$ cat src/rtl/i2cbb_pkg.sv
`timescale 1ns / 1ps
`default_nettype none

package i2cbb_pkg;

  // Function codes carried by an input beat.
  localparam logic [2:0] FUNC_START = 3'd0;
  localparam logic [2:0] FUNC_STOP  = 3'd1;
  localparam logic [2:0] FUNC_WRITE = 3'd2;
  localparam logic [2:0] FUNC_READ  = 3'd3;
  localparam logic [2:0] FUNC_WAIT  = 3'd4;

  localparam logic [7:0] POLL_LIMIT_RESET = 8'd100;

  // Configuration register map.
  localparam int unsigned CFG_ADDR_W = 3;
  localparam logic        REG_ACK_POLL_LIMIT = 1'b0;

  typedef struct packed {
    logic       cmd_valid;
    logic [2:0] func;
    logic [7:0] write_data;
    logic       send_ack;
    logic       sda_sample;
  } in_item_t;

  typedef struct packed {
    logic       scl_level;
    logic       sda_level;
    logic       busy_res;
    logic       done_res;
    logic [7:0] read_data;
    logic       ack_failed;
  } out_item_t;

  typedef enum logic [2:0] {
    CMD_NONE,
    CMD_START,
    CMD_STOP,
    CMD_WRITE,
    CMD_READ,
    CMD_WAIT
  } cmd_t;

  typedef struct packed {
    cmd_t       cmd;
    logic [7:0] write_data;
    logic       send_ack;
    logic       sda_sample;
  } slot_t;

  typedef enum logic [2:0] {
    MODE_IDLE,
    MODE_START,
    MODE_STOP,
    MODE_WRITE,
    MODE_READ,
    MODE_RACK,
    MODE_WAIT
  } mode_t;

endpackage

`default_nettype wire

$ cat src/rtl/i2cbb_fifo.sv
`timescale 1ns / 1ps
`default_nettype none

module i2cbb_fifo #(
  parameter int unsigned WIDTH = 8,
  parameter int unsigned DEPTH = 2
) (
  input  wire logic             clk,
  input  wire logic             rst_n,
  input  wire logic             push,
  input  wire logic [WIDTH-1:0] wdata,
  output logic                  full,
  input  wire logic             pop,
  output logic [WIDTH-1:0]      rdata,
  output logic                  empty
);

  localparam int unsigned PTR_W = (DEPTH > 1) ? $clog2(DEPTH) : 1;
  localparam int unsigned CNT_W = $clog2(DEPTH + 1);
  localparam logic [PTR_W-1:0] LAST_PTR = PTR_W'(DEPTH - 1);
  localparam logic [CNT_W-1:0] FULL_CNT = CNT_W'(DEPTH);

  logic [WIDTH-1:0] mem_r [DEPTH];
  logic [PTR_W-1:0] wr_ptr_r, wr_ptr_nxt;
  logic [PTR_W-1:0] rd_ptr_r, rd_ptr_nxt;
  logic [CNT_W-1:0] count_r, count_nxt;
  logic             do_push;
  logic             do_pop;

  assign full    = (count_r == FULL_CNT);
  assign empty   = (count_r == '0);
  assign do_push = push && !full;
  assign do_pop  = pop && !empty;
  assign rdata   = mem_r[rd_ptr_r];

  always_comb begin
    wr_ptr_nxt = wr_ptr_r;
    rd_ptr_nxt = rd_ptr_r;
    count_nxt  = count_r;
    if (do_push) begin
      wr_ptr_nxt = (wr_ptr_r == LAST_PTR) ? '0 : wr_ptr_r + PTR_W'(1);
    end
    if (do_pop) begin
      rd_ptr_nxt = (rd_ptr_r == LAST_PTR) ? '0 : rd_ptr_r + PTR_W'(1);
    end
    if (do_push && !do_pop) begin
      count_nxt = count_r + CNT_W'(1);
    end else if (do_pop && !do_push) begin
      count_nxt = count_r - CNT_W'(1);
    end
  end

  always_ff @(posedge clk) begin
    if (!rst_n) begin
      wr_ptr_r <= '0;
      rd_ptr_r <= '0;
      count_r  <= '0;
    end else begin
      wr_ptr_r <= wr_ptr_nxt;
      rd_ptr_r <= rd_ptr_nxt;
      count_r  <= count_nxt;
    end
  end

  always_ff @(posedge clk) begin
    if (do_push) begin
      mem_r[wr_ptr_r] <= wdata;
    end
  end

endmodule

`default_nettype wire

$ cat src/rtl/i2cbb_front.sv
`timescale 1ns / 1ps
`default_nettype none

module i2cbb_front
  import i2cbb_pkg::*;
#(
  parameter int unsigned DEPTH = 2
) (
  input  wire logic     clk,
  input  wire logic     rst_n,
  input  wire logic     push,
  input  wire in_item_t in_data,
  output logic          full,
  input  wire logic     slot_pop,
  output slot_t         slot_data,
  output logic          slot_empty
);

  slot_t                  cls;
  logic [$bits(slot_t)-1:0] q_data;

  // A beat without a known command is kept as a plain timing slot.
  always_comb begin
    cls.write_data = in_data.write_data;
    cls.send_ack   = in_data.send_ack;
    cls.sda_sample = in_data.sda_sample;
    cls.cmd        = CMD_NONE;
    if (in_data.cmd_valid) begin
      unique case (in_data.func)
        FUNC_START: cls.cmd = CMD_START;
        FUNC_STOP:  cls.cmd = CMD_STOP;
        FUNC_WRITE: cls.cmd = CMD_WRITE;
        FUNC_READ:  cls.cmd = CMD_READ;
        FUNC_WAIT:  cls.cmd = CMD_WAIT;
        default:    cls.cmd = CMD_NONE;
      endcase
    end
  end

  i2cbb_fifo #(
    .WIDTH($bits(slot_t)),
    .DEPTH(DEPTH)
  ) u_slot_q (
    .clk   (clk),
    .rst_n (rst_n),
    .push  (push),
    .wdata (cls),
    .full  (full),
    .pop   (slot_pop),
    .rdata (q_data),
    .empty (slot_empty)
  );

  assign slot_data = slot_t'(q_data);

endmodule

`default_nettype wire

$ cat src/rtl/i2cbb_back.sv
`timescale 1ns / 1ps
`default_nettype none

module i2cbb_back
  import i2cbb_pkg::*;
(
  input  wire logic       clk,
  input  wire logic       rst_n,
  input  wire slot_t      slot_data,
  input  wire logic       slot_empty,
  output logic            slot_pop,
  input  wire logic [7:0] ack_poll_limit,
  input  wire logic       res_full,
  output logic            res_push,
  output out_item_t       res_data
);

  mode_t      mode_r, mode_nxt;
  logic [1:0] phase_r, phase_nxt;
  logic [3:0] bit_cnt_r, bit_cnt_nxt;
  logic [7:0] shift_r, shift_nxt;
  logic [7:0] poll_r, poll_nxt;
  logic       scl_r, scl_nxt;
  logic       sda_r, sda_nxt;
  logic       ack_send_r, ack_send_nxt;
  logic       fail_r, fail_nxt;
  logic [7:0] rx_r, rx_nxt;

  logic       step;
  mode_t      eff_mode;
  logic [1:0] eff_phase;
  logic [3:0] eff_bit;
  logic [7:0] eff_shift;
  logic [7:0] eff_poll;
  logic       eff_scl;
  logic       eff_ack;
  logic       eff_fail;

  mode_t      slot_mode;
  logic       slot_scl;
  logic       slot_sda;
  logic       slot_done;
  logic       slot_fall;
  logic [3:0] bit_inc;
  logic [7:0] shift_in;
  logic [8:0] poll_inc;

  assign step     = !slot_empty && !res_full;
  assign slot_pop = step;
  assign res_push = step;

  // Command launch: an idle sequencer starts the command in the same slot.
  always_comb begin
    eff_mode  = mode_r;
    eff_phase = phase_r;
    eff_bit   = bit_cnt_r;
    eff_shift = shift_r;
    eff_poll  = poll_r;
    eff_scl   = scl_r;
    eff_ack   = ack_send_r;
    eff_fail  = fail_r;
    if (mode_r == MODE_IDLE && slot_data.cmd != CMD_NONE) begin
      eff_phase = '0;
      eff_bit   = '0;
      unique case (slot_data.cmd)
        CMD_START: eff_mode = MODE_START;
        CMD_STOP:  eff_mode = MODE_STOP;
        CMD_WRITE: begin
          eff_mode  = MODE_WRITE;
          eff_shift = slot_data.write_data;
          eff_scl   = 1'b0;
        end
        CMD_READ: begin
          eff_mode  = MODE_READ;
          eff_shift = '0;
          eff_ack   = slot_data.send_ack;
        end
        CMD_WAIT: begin
          eff_mode = MODE_WAIT;
          eff_poll = '0;
          eff_fail = 1'b0;
        end
        default: eff_mode = mode_r;
      endcase
    end
  end

  // Next state for one slot.
  always_comb begin
    bit_inc      = eff_bit + 4'd1;
    shift_in     = {eff_shift[6:0], slot_data.sda_sample};
    poll_inc     = {1'b0, eff_poll} + 9'd1;
    slot_mode    = eff_mode;
    slot_scl     = eff_scl;
    slot_sda     = sda_r;
    slot_done    = 1'b0;
    slot_fall    = 1'b0;
    phase_nxt    = eff_phase;
    bit_cnt_nxt  = eff_bit;
    shift_nxt    = eff_shift;
    poll_nxt     = eff_poll;
    ack_send_nxt = eff_ack;
    fail_nxt     = eff_fail;
    rx_nxt       = rx_r;
    unique case (eff_mode)
      MODE_START: begin
        unique case (eff_phase)
          2'd0: slot_sda = 1'b1;
          2'd1: slot_scl = 1'b1;
          2'd2: slot_sda = 1'b0;
          default: begin
            slot_scl  = 1'b0;
            slot_done = 1'b1;
          end
        endcase
        phase_nxt = eff_phase + 2'd1;
      end
      MODE_STOP: begin
        unique case (eff_phase)
          2'd0: slot_sda = 1'b0;
          2'd1: slot_scl = 1'b1;
          default: begin
            slot_sda  = 1'b1;
            slot_done = 1'b1;
          end
        endcase
        phase_nxt = eff_phase + 2'd1;
      end
      MODE_WRITE: begin
        unique case (eff_phase)
          2'd0: begin
            slot_sda  = eff_shift[7];
            shift_nxt = {eff_shift[6:0], 1'b0};
            phase_nxt = 2'd1;
          end
          2'd1: begin
            slot_scl  = 1'b1;
            phase_nxt = 2'd2;
          end
          default: begin
            slot_scl    = 1'b0;
            phase_nxt   = 2'd0;
            bit_cnt_nxt = bit_inc;
            slot_done   = (bit_inc >= 4'd8);
          end
        endcase
      end
      MODE_READ: begin
        if (eff_phase == 2'd0) begin
          slot_scl  = 1'b0;
          slot_sda  = 1'b1;
          phase_nxt = 2'd1;
        end else begin
          slot_scl    = 1'b1;
          shift_nxt   = shift_in;
          bit_cnt_nxt = bit_inc;
          phase_nxt   = 2'd0;
          if (bit_inc >= 4'd8) begin
            rx_nxt    = shift_in;
            slot_mode = MODE_RACK;
          end
        end
      end
      MODE_RACK: begin
        if (eff_phase == 2'd0) begin
          slot_scl  = 1'b0;
          slot_sda  = !eff_ack;
          phase_nxt = 2'd1;
        end else begin
          slot_scl  = 1'b1;
          slot_done = 1'b1;
          slot_fall = 1'b1;
        end
      end
      MODE_WAIT: begin
        slot_scl = 1'b1;
        if (!slot_data.sda_sample) begin
          slot_done = 1'b1;
          slot_fall = 1'b1;
        end else begin
          poll_nxt = poll_inc[8] ? 8'hFF : poll_inc[7:0];
          if (poll_inc > {1'b0, ack_poll_limit}) begin
            fail_nxt  = 1'b1;
            slot_mode = MODE_STOP;
            phase_nxt = 2'd0;
          end
        end
      end
      default: slot_mode = MODE_IDLE;
    endcase
    mode_nxt = slot_mode;
    scl_nxt  = slot_scl && !slot_fall;
    sda_nxt  = slot_sda;
    if (slot_done) begin
      mode_nxt    = MODE_IDLE;
      phase_nxt   = '0;
      bit_cnt_nxt = '0;
    end
  end

  always_comb begin
    res_data.scl_level  = slot_scl;
    res_data.sda_level  = slot_sda;
    res_data.busy_res   = (slot_mode != MODE_IDLE) && !slot_done;
    res_data.done_res   = slot_done;
    res_data.read_data  = rx_nxt;
    res_data.ack_failed = fail_nxt;
  end

  always_ff @(posedge clk) begin
    if (!rst_n) begin
      mode_r     <= MODE_IDLE;
      phase_r    <= '0;
      bit_cnt_r  <= '0;
      shift_r    <= '0;
      poll_r     <= '0;
      scl_r      <= 1'b1;
      sda_r      <= 1'b1;
      ack_send_r <= 1'b0;
      fail_r     <= 1'b0;
      rx_r       <= '0;
    end else if (step) begin
      mode_r     <= mode_nxt;
      phase_r    <= phase_nxt;
      bit_cnt_r  <= bit_cnt_nxt;
      shift_r    <= shift_nxt;
      poll_r     <= poll_nxt;
      scl_r      <= scl_nxt;
      sda_r      <= sda_nxt;
      ack_send_r <= ack_send_nxt;
      fail_r     <= fail_nxt;
      rx_r       <= rx_nxt;
    end
  end

`ifndef ASSERT_OFF
  a_busy_done_excl: assert property (@(posedge clk) disable iff (!rst_n)
    res_push |-> !(res_data.busy_res && res_data.done_res))
    else $error("busy and done reported in the same slot");

  a_plain_slot_idle: assert property (@(posedge clk) disable iff (!rst_n)
    (step && mode_r == MODE_IDLE && slot_data.cmd == CMD_NONE) |=> mode_r == MODE_IDLE)
    else $error("plain slot left the sequencer idle state");

  a_bit_cnt_range: assert property (@(posedge clk) disable iff (!rst_n)
    bit_cnt_r <= 4'd8)
    else $error("bit counter ran past one byte");

  a_hold_on_stall: assert property (@(posedge clk) disable iff (!rst_n)
    !step |=> $stable(mode_r) && $stable(phase_r) && $stable(scl_r))
    else $error("sequencer state moved without a slot");

  a_phase_range: assert property (@(posedge clk) disable iff (!rst_n)
    mode_r != MODE_START |-> phase_r != 2'd3)
    else $error("fourth phase reached outside a start command");
`endif

endmodule

`default_nettype wire

$ cat src/rtl/i2c_master_bit_sequencer.sv
`timescale 1ns / 1ps
`default_nettype none

// Path: input queue (registered), back end (combinational), result queue (registered).
// Throughput: the back end retires one line slot per cycle while the result queue has room.
// Input and result queues of MID_DEPTH and OUT_DEPTH entries decouple the two sides.
// Reset is synchronous and active low: queues empty, sequencer idle, SCL and SDA high,
// and the ACK poll limit returns to 100.

module i2c_master_bit_sequencer
  import i2cbb_pkg::*;
#(
  parameter int unsigned MID_DEPTH = 2,
  parameter int unsigned OUT_DEPTH = 2
) (
  input  wire logic                  clk,
  input  wire logic                  rst_n,
  input  wire logic                  push,
  input  wire in_item_t              in_data,
  output logic                       full,
  output out_item_t                  out_data,
  output logic                       empty,
  input  wire logic                  pop,
  input  wire logic                  psel,
  input  wire logic                  penable,
  input  wire logic                  pwrite,
  input  wire logic [CFG_ADDR_W-1:0] paddr,
  input  wire logic [31:0]           pwdata,
  output logic [31:0]                prdata,
  output logic                       pready
);

  logic [7:0] poll_limit_r;
  logic       cfg_wr;
  logic       reg_hit;

  slot_t      slot_data;
  logic       slot_empty;
  logic       slot_pop;
  logic       res_full;
  logic       res_push;
  out_item_t  res_data;
  logic [$bits(out_item_t)-1:0] out_q;

  assign pready  = 1'b1;
  assign reg_hit = (paddr[CFG_ADDR_W-1:2] == REG_ACK_POLL_LIMIT);
  assign cfg_wr  = psel && penable && pwrite && pready && reg_hit;
  assign prdata  = reg_hit ? {24'd0, poll_limit_r} : 32'd0;

  always_ff @(posedge clk) begin
    if (!rst_n) begin
      poll_limit_r <= POLL_LIMIT_RESET;
    end else if (cfg_wr) begin
      poll_limit_r <= pwdata[7:0];
    end
  end

  i2cbb_front #(
    .DEPTH(MID_DEPTH)
  ) u_front (
    .clk        (clk),
    .rst_n      (rst_n),
    .push       (push),
    .in_data    (in_data),
    .full       (full),
    .slot_pop   (slot_pop),
    .slot_data  (slot_data),
    .slot_empty (slot_empty)
  );

  i2cbb_back u_back (
    .clk            (clk),
    .rst_n          (rst_n),
    .slot_data      (slot_data),
    .slot_empty     (slot_empty),
    .slot_pop       (slot_pop),
    .ack_poll_limit (poll_limit_r),
    .res_full       (res_full),
    .res_push       (res_push),
    .res_data       (res_data)
  );

  i2cbb_fifo #(
    .WIDTH($bits(out_item_t)),
    .DEPTH(OUT_DEPTH)
  ) u_out_q (
    .clk   (clk),
    .rst_n (rst_n),
    .push  (res_push),
    .wdata (res_data),
    .full  (res_full),
    .pop   (pop),
    .rdata (out_q),
    .empty (empty)
  );

  assign out_data = out_item_t'(out_q);

endmodule

`default_nettype wire

$ cat config.mk
export PLATFORM = sky130hd
export DESIGN_NAME = i2c_master_bit_sequencer
export DESIGN_NICKNAME = d
export VERILOG_FILES = /design/src/rtl/i2cbb_pkg.sv /design/src/rtl/i2cbb_fifo.sv /design/src/rtl/i2cbb_front.sv /design/src/rtl/i2cbb_back.sv /design/src/rtl/i2c_master_bit_sequencer.sv
export SDC_FILE = /design/constraint.sdc
export NUM_CORES = 1
export LEC_CHECK = 0
export BUFFER_PORTS_ARGS = -buffer_cell sky130_fd_sc_hd__buf_2
export CORE_MARGIN = 5
export CORE_UTILIZATION = 40
export CTS_BUF_LIST = sky130_fd_sc_hd__clkbuf_4 sky130_fd_sc_hd__clkbuf_8 sky130_fd_sc_hd__clkbuf_16
export DETAILED_ROUTE_END_ITERATION = 16
export PLACE_DENSITY = 0.6
export SYNTH_ARGS = -nofsm -noshare
export SYNTH_HDL_FRONTEND = slang
export SYNTH_SLANG_ARGS = --single-unit
$ cat constraint.sdc
create_clock -name clk -period 3.8 [get_ports clk]
set_input_delay 0.38 -clock clk [delete_from_list [all_inputs] [get_ports clk]]
set_output_delay 0.38 -clock clk [all_outputs]
set_load 0.02 [all_outputs]
======== After elaboration in Yosys (flattened, before gate mapping) ========
Memories as Yosys holds them, arrays and structs flattened. A register that Yosys moved wholly into a read port is not among the register bits.
Cells that the tools add are included.
storage, ports and cells
  register bits after elaboration ......... 53
  memory bits (writable) .................. 52
  bits of input ports ..................... 56
  output and inout bits ................... 48
  logic and storage cells ................. 172
  memories ................................ 2
memories
  name                    words  bits a word  read ports  clocked after memory_dff  write ports  RTL line          RTL
  u_front.u_slot_q.mem_r  2      13           1           1                         1            i2cbb_fifo.sv:23  logic [WIDTH-1:0] mem_r [DEPTH];
  u_out_q.mem_r           2      13           1           1                         1            i2cbb_fifo.sv:23
operators by class
  add/subtract/negate cells ............... 11
  $lt $le $gt $ge ......................... 2
  equal/unequal tests ..................... 19
  mux-type cells .......................... 79
  bitwise gates (word level) .............. 1
  reductions and logical operators ........ 41
operators by type and width
  cell                                            count
  2-to-1 mux 8 bit                                12
  case mux 8 bit (2 select lines)                 2
  2-to-1 mux 1 bit                                31
  case mux 3 bit (5 select lines)                 2
  2-to-1 mux 3 bit                                7
  == test 3 x 2 -> 1 bit (second input constant)  6
  == test 3 bit (second input constant)           6
  2-to-1 mux 2 bit                                9
  2-to-1 mux 4 bit                                4
  logical AND 1 bit                               15
  case mux 1 bit (5 select lines)                 3
  zero test 1 bit                                 11
  case mux 1 bit (2 select lines)                 5
  case mux 2 bit (5 select lines)                 1
  adder 8 x 1 -> 9 bit (second input constant)    1
  == test 3 x 1 -> 1 bit (second input constant)  3
  greater-than comparator 9 x 8 -> 1 bit          1
  case mux 3 bit (3 select lines)                 1
  case mux 4 bit (2 select lines)                 1
  OR reduction 2 bit                              4
  adder 2 x 1 -> 2 bit (second input constant)    3
  == test 2 bit (second input constant)           3
  zero test 2 bit                                 3
  zero test 3 bit                                 2
  11 further kinds                                17

======== Logic depth before layout (Yosys ltp) ========
  depth in word-level cells ............... 10
  depth in mapped cells ................... 17
  mapped depth without buffers ............ 14

======== By module ========
A second synthesis with hierarchy kept.
second synthesis, totals
  cell total of the unflattened synthesis .. 589
  area, all modules ....................... 6063.3 um2
modules (own cells, without submodules)
  module                    times used  cells each  area an instance (um2)  seq. area each (um2)
  i2cbb_back                1           382         3075.4                  740.7
  i2cbb_fifo                2           65          1166.1                  880.8
  i2c_master_bit_sequencer  1           70          605.6                   160.2
  i2cbb_front               1           7           50.0                    0.0

======== Least setup slack after synthesis ========
Ideal clock, no wire load.
  path type ............................... register -> register
  from .................................... register with a tool-made name
  to ...................................... register u_back.phase_r[1]
  setup time .............................. 70 ps
  arrival time ............................ 3676 ps
  required time ........................... 3730 ps
  slack ................................... 54 ps
  stages on the path, launching flop included .. 18
  buffers on the path ..................... 3
  clock period less this slack ............ 3746 ps
  path through ............................ dfxtp_1 -> buf_6 -> mux2_4 -> nand4_1 -> clkbuf_1 -> and2_1 -> ha_1 -> and3_1 -> clkbuf_1 -> xnor2_1 -> nor2_1 -> ha_1 -> a2111oi_0 -> o21ai_0 -> o221a_2 -> o221a_2 -> o41a_1 -> o2bb2ai_1
RTL lines
  item                  RTL line           RTL
  end signal, assigned  i2cbb_back.sv:224  phase_r <= phase_nxt;
  end, declared         i2cbb_back.sv:19   logic [1:0] phase_r, phase_nxt;

==> results.md <==
- Worst R2R Path Depth: 14
- Setup-failing EPs final: 0
- Worst EP arrival: 3.85 ns
- Dpl hpwl: 10000 microns
- Synth area leaders: edfxtp_1 27%, dfxtp_1 19%, ha_1 3.9%
- Routed met1 length: 6390 microns
- Yosys reg bits: 107
- Post-synthesis simple-gate area fraction: 0.139
- Critical path endpoint category: flip-flop
- Worst setup margin: 0.233 ns
- Crit path required time: 4.08 ns
- Hold Crit Depth: 1
- Area post-placement: 6240 sq um
- FP Rows: 44
- CTS H-Tree Depth: 3
- Post-synthesis xor/xnor area fraction: 0.0242
- Sum Neg Setup Slack: 0 ns
- Layout Skew: 0.0124 ns
- Number of global-route vias before repair: 4355
- Mapped Cells: 568
- Clock buffer depth: 2
- Number of vias per cell: 5.40
- Critical Path Start Type: flip-flop
- Top cells by count, synth: 55 x dfxtp_1, 52 x edfxtp_1, 44 x nor2_1
- Cell variety after synth: 78
- Highest routed layer: met4
- Most common cell in the netlist: dfxtp_1
- Mean Syn Cell Area: 10.2 sq um
- DR WL met2: 6230 microns
- Switching share of power: 0.402
- CTS Buf Count: 9
- Internal power: 2.79 mW
- Post-Synth Adder-Cell Area: 0.0388
- Core Region: 14400 sq um
- Yosys warnings: 0
- Power share of the clock group: 0.208
- Hold WC Path Type: in2reg
- Largest net degree at the start of global routing: 32
- Vias: 4424
- Final Hold Viols: 0
- Largest family of logic cells by synthesized area: compound AO/OA/AOI/OAI gates
- Diode count: 0
- Clock Pin Slew Worst Setup and Hold Paths: 0.07 ns
- DRT Wirelength: 13700 microns
- Hold Startpoint: in_data[1]
- Core Util, Final: 0.460
- Global Route Usage Sum: 0.164
- Fill cells: 1375
- Synth Flop Type: dfxtp_1
- Initial Util: 0.404
- Max-slew violation count: 0
- First-pass GRT wire length: 21800 microns
- Worst Tran Pin Value: 1.10 ns
- DR pass1 iterations: 5
- Pre-CTS WS: 0.00449 ns
- Post-synthesis compound-gate area fraction: 0.176
- # IOs: 104
- Peak Freq: 0.280 GHz
- Pwr/cell area: 706 nW/um^2
- Period minus WS final: 3.57 ns
- R2R Path End: u_back.phase_r[1]
- Slew Limit Headroom: 0.266
- Worst VDD drop: 0.251 mV
- Run status: finished clean
- Number of synthesized flops with an enable pin: 52
- Proportion of layout cells with a drive suffix above 1: 0.222
- CP Class: reg2reg
- Worst Hold End: u_front.u_slot_q.mem_r[1][1]
- Async set-reset flop share out of synthesis: 0
- Die area: 17000 sq um
- Leak: 2.64 nW
- Final Cell Area: 6610 sq um
- RD Place Congestion: 0.925
- Cell Count, Final, Fillers Out: 819
- Area grow syn2layout: 14.0%
- Clock Latency Late Sink: 0.36 ns
- DRC: 0
- CTS Sinks: 107
- Flop pwr share: 0.349
- Congestion Overflow GR: 0
- Routed wire length per instance: 16.7 microns
- Final Cycle Share: 0.939
- Fin nets: 704
- Initial antenna violation count: 0
- Comb power frac: 0.443
- Tot Pwr: 4.67 mW
- Clock root buffer: clkbuf_16
- Mux cell area share after synthesis: 0.0908
- Placed insts: 797
- Sequential fraction of the synthesis area: 0.459
- CP max FO: 5
- Die Height: 130 microns
- Hold slack: 0.207 ns
- Hold_buf cts: 0
- Psw: 1.88 mW
- Die span in x: 130 microns
- Final antenna-violating net count: 0
- RSZ-0062 raised after global routing: no
- Number of buffers added on ports: 52
- Wire length on met3: 788 microns
- Flop2flop setup slack: 0.23 ns
- Max Cap Viol: 0
- DRT iter0 DRCs: 327
- Synth area leader: edfxtp_1
- CTS tree: built
- Share of the synthesized area in the top cell type: 0.269
- Syn Std Cell Area: 5800 sq um
-- cell usage in the layout, fill, tap and decap left out, types with 7 or more instances in the layout --
master     netlist  final
dfxtp_1         55     54
buf_2            5     52
edfxtp_1        52     52
nor2_1          44     44
nand2_1         40     40
buf_4           25     31
a21oi_1         29     29
conb_1           2     25
inv_1           21     21
nand3_1         19     19
mux2i_1         19     19
mux2_2          18     18
ha_1            18     18
o21ai_0         18     17
and3_1          13     13
o21ai_1         10     11
o211ai_1        10     10
o2bb2ai_1       10     10
xor2_1          10     10
clkbuf_16        0      9
a31o_1           8      8
or3_1            7      7
nor3_1           7      7
-- worst max path at each step --
stage	slack, ns	to
after floorplan	0.05	u_back.phase_r[1]
after global placement	0.13	u_back.phase_r[1]
after detailed placement	0.004	u_back.phase_r[1]
after CTS	0.1	u_back.phase_r[1]
after global routing	0.002	u_back.phase_r[1]
final	0.23	u_back.phase_r[1]
-- state kept, by name, summed over array words and instances (netlist names), named ones only --
name	flops
poll_limit_r	8
u_back.ack_send_r	1
u_back.bit_cnt_r	4
u_back.fail_r	1
u_back.mode_r	3
u_back.phase_r	2
u_back.poll_r	8
u_back.rx_r	8
u_back.scl_r	1
u_back.sda_r	1
u_back.shift_r	8
u_front.u_slot_q.count_r	2
u_front.u_slot_q.mem_r	26
u_front.u_slot_q.rd_ptr_r	1
u_front.u_slot_q.wr_ptr_r	1
u_out_q.count_r	2
u_out_q.mem_r	26
u_out_q.rd_ptr_r	1
u_out_q.wr_ptr_r	1
-- what timing repair did --
| action | CTS | global route |
|---|---|---|
| setup endpoints to repair | 2 | 2 |
| pin swaps | 0 | 1 |
| gates resized for setup | 1 | 5 |
| buffers inserted | 0 | 6 |
-- cells by family (layout without fill, tap and decap cells) --
group	count (synthesis)	in the layout
muxes	47	47
AOI/OAI and AO/OA	140	140
and+or+nand+nor	161	161
buffers and inverters	77	121
adders and majority gates	18	18
other	2	25
xor gates and xnor gates	16	16
DFF	107	107
-- worst max-delay path, stage by stage (launching register included) --
cell,delay (ns)
dfxtp_4,0.40
mux2i_4,0.24
nand4_1,0.23
and2_1,0.24
ha_1,0.20
and3_1,0.19
xnor2_1,0.16
nor2_1,0.06
ha_1,0.32
a2111oi_2,0.32
o21ai_1,0.13
o221a_2,0.27
o221a_2,0.25
o41a_1,0.34
o2bb2ai_1,0.15
-- layer usage --
| layer | vias to the layer above | global-route usage |
|---|---|---|
| met3 | 26 | 0.0423 |
| met4 | 0 | 0.0557 |
| met2 | 117 | 0.257 |
| li1 | 2181 | - |
| met5 | - | 0 |
| met1 | 2100 | 0.222 |
-- final cells by class --
class / count / area [sq um] / share of cell area
clock buffers: 9 / 225 / 0.0341
clock inverters: 7 / 85.1 / 0.0129
inverters: 22 / 82.6 / 0.0125
multi-input cells: 407 / 2830 / 0.428
flip-flops and latches: 107 / 2670 / 0.403
well taps: 184 / 230 / 0.0348
repair buffers: 83 / 493 / 0.0746
-- power by group through the flow --
stage	Combinational [mW]	Sequential [mW]	Clock, mW
6_report	2.07	1.63	0.970
4_1_cts	2.05	1.64	0.993
5_1_grt	2.26	1.66	1.05
3_3_place_gp	2.02	1.65	0
2_1_floorplan	1.50	1.60	0
3_5_place_dp	2.04	1.66	0
No activity file was read; power rests on OpenSTA's default activity.
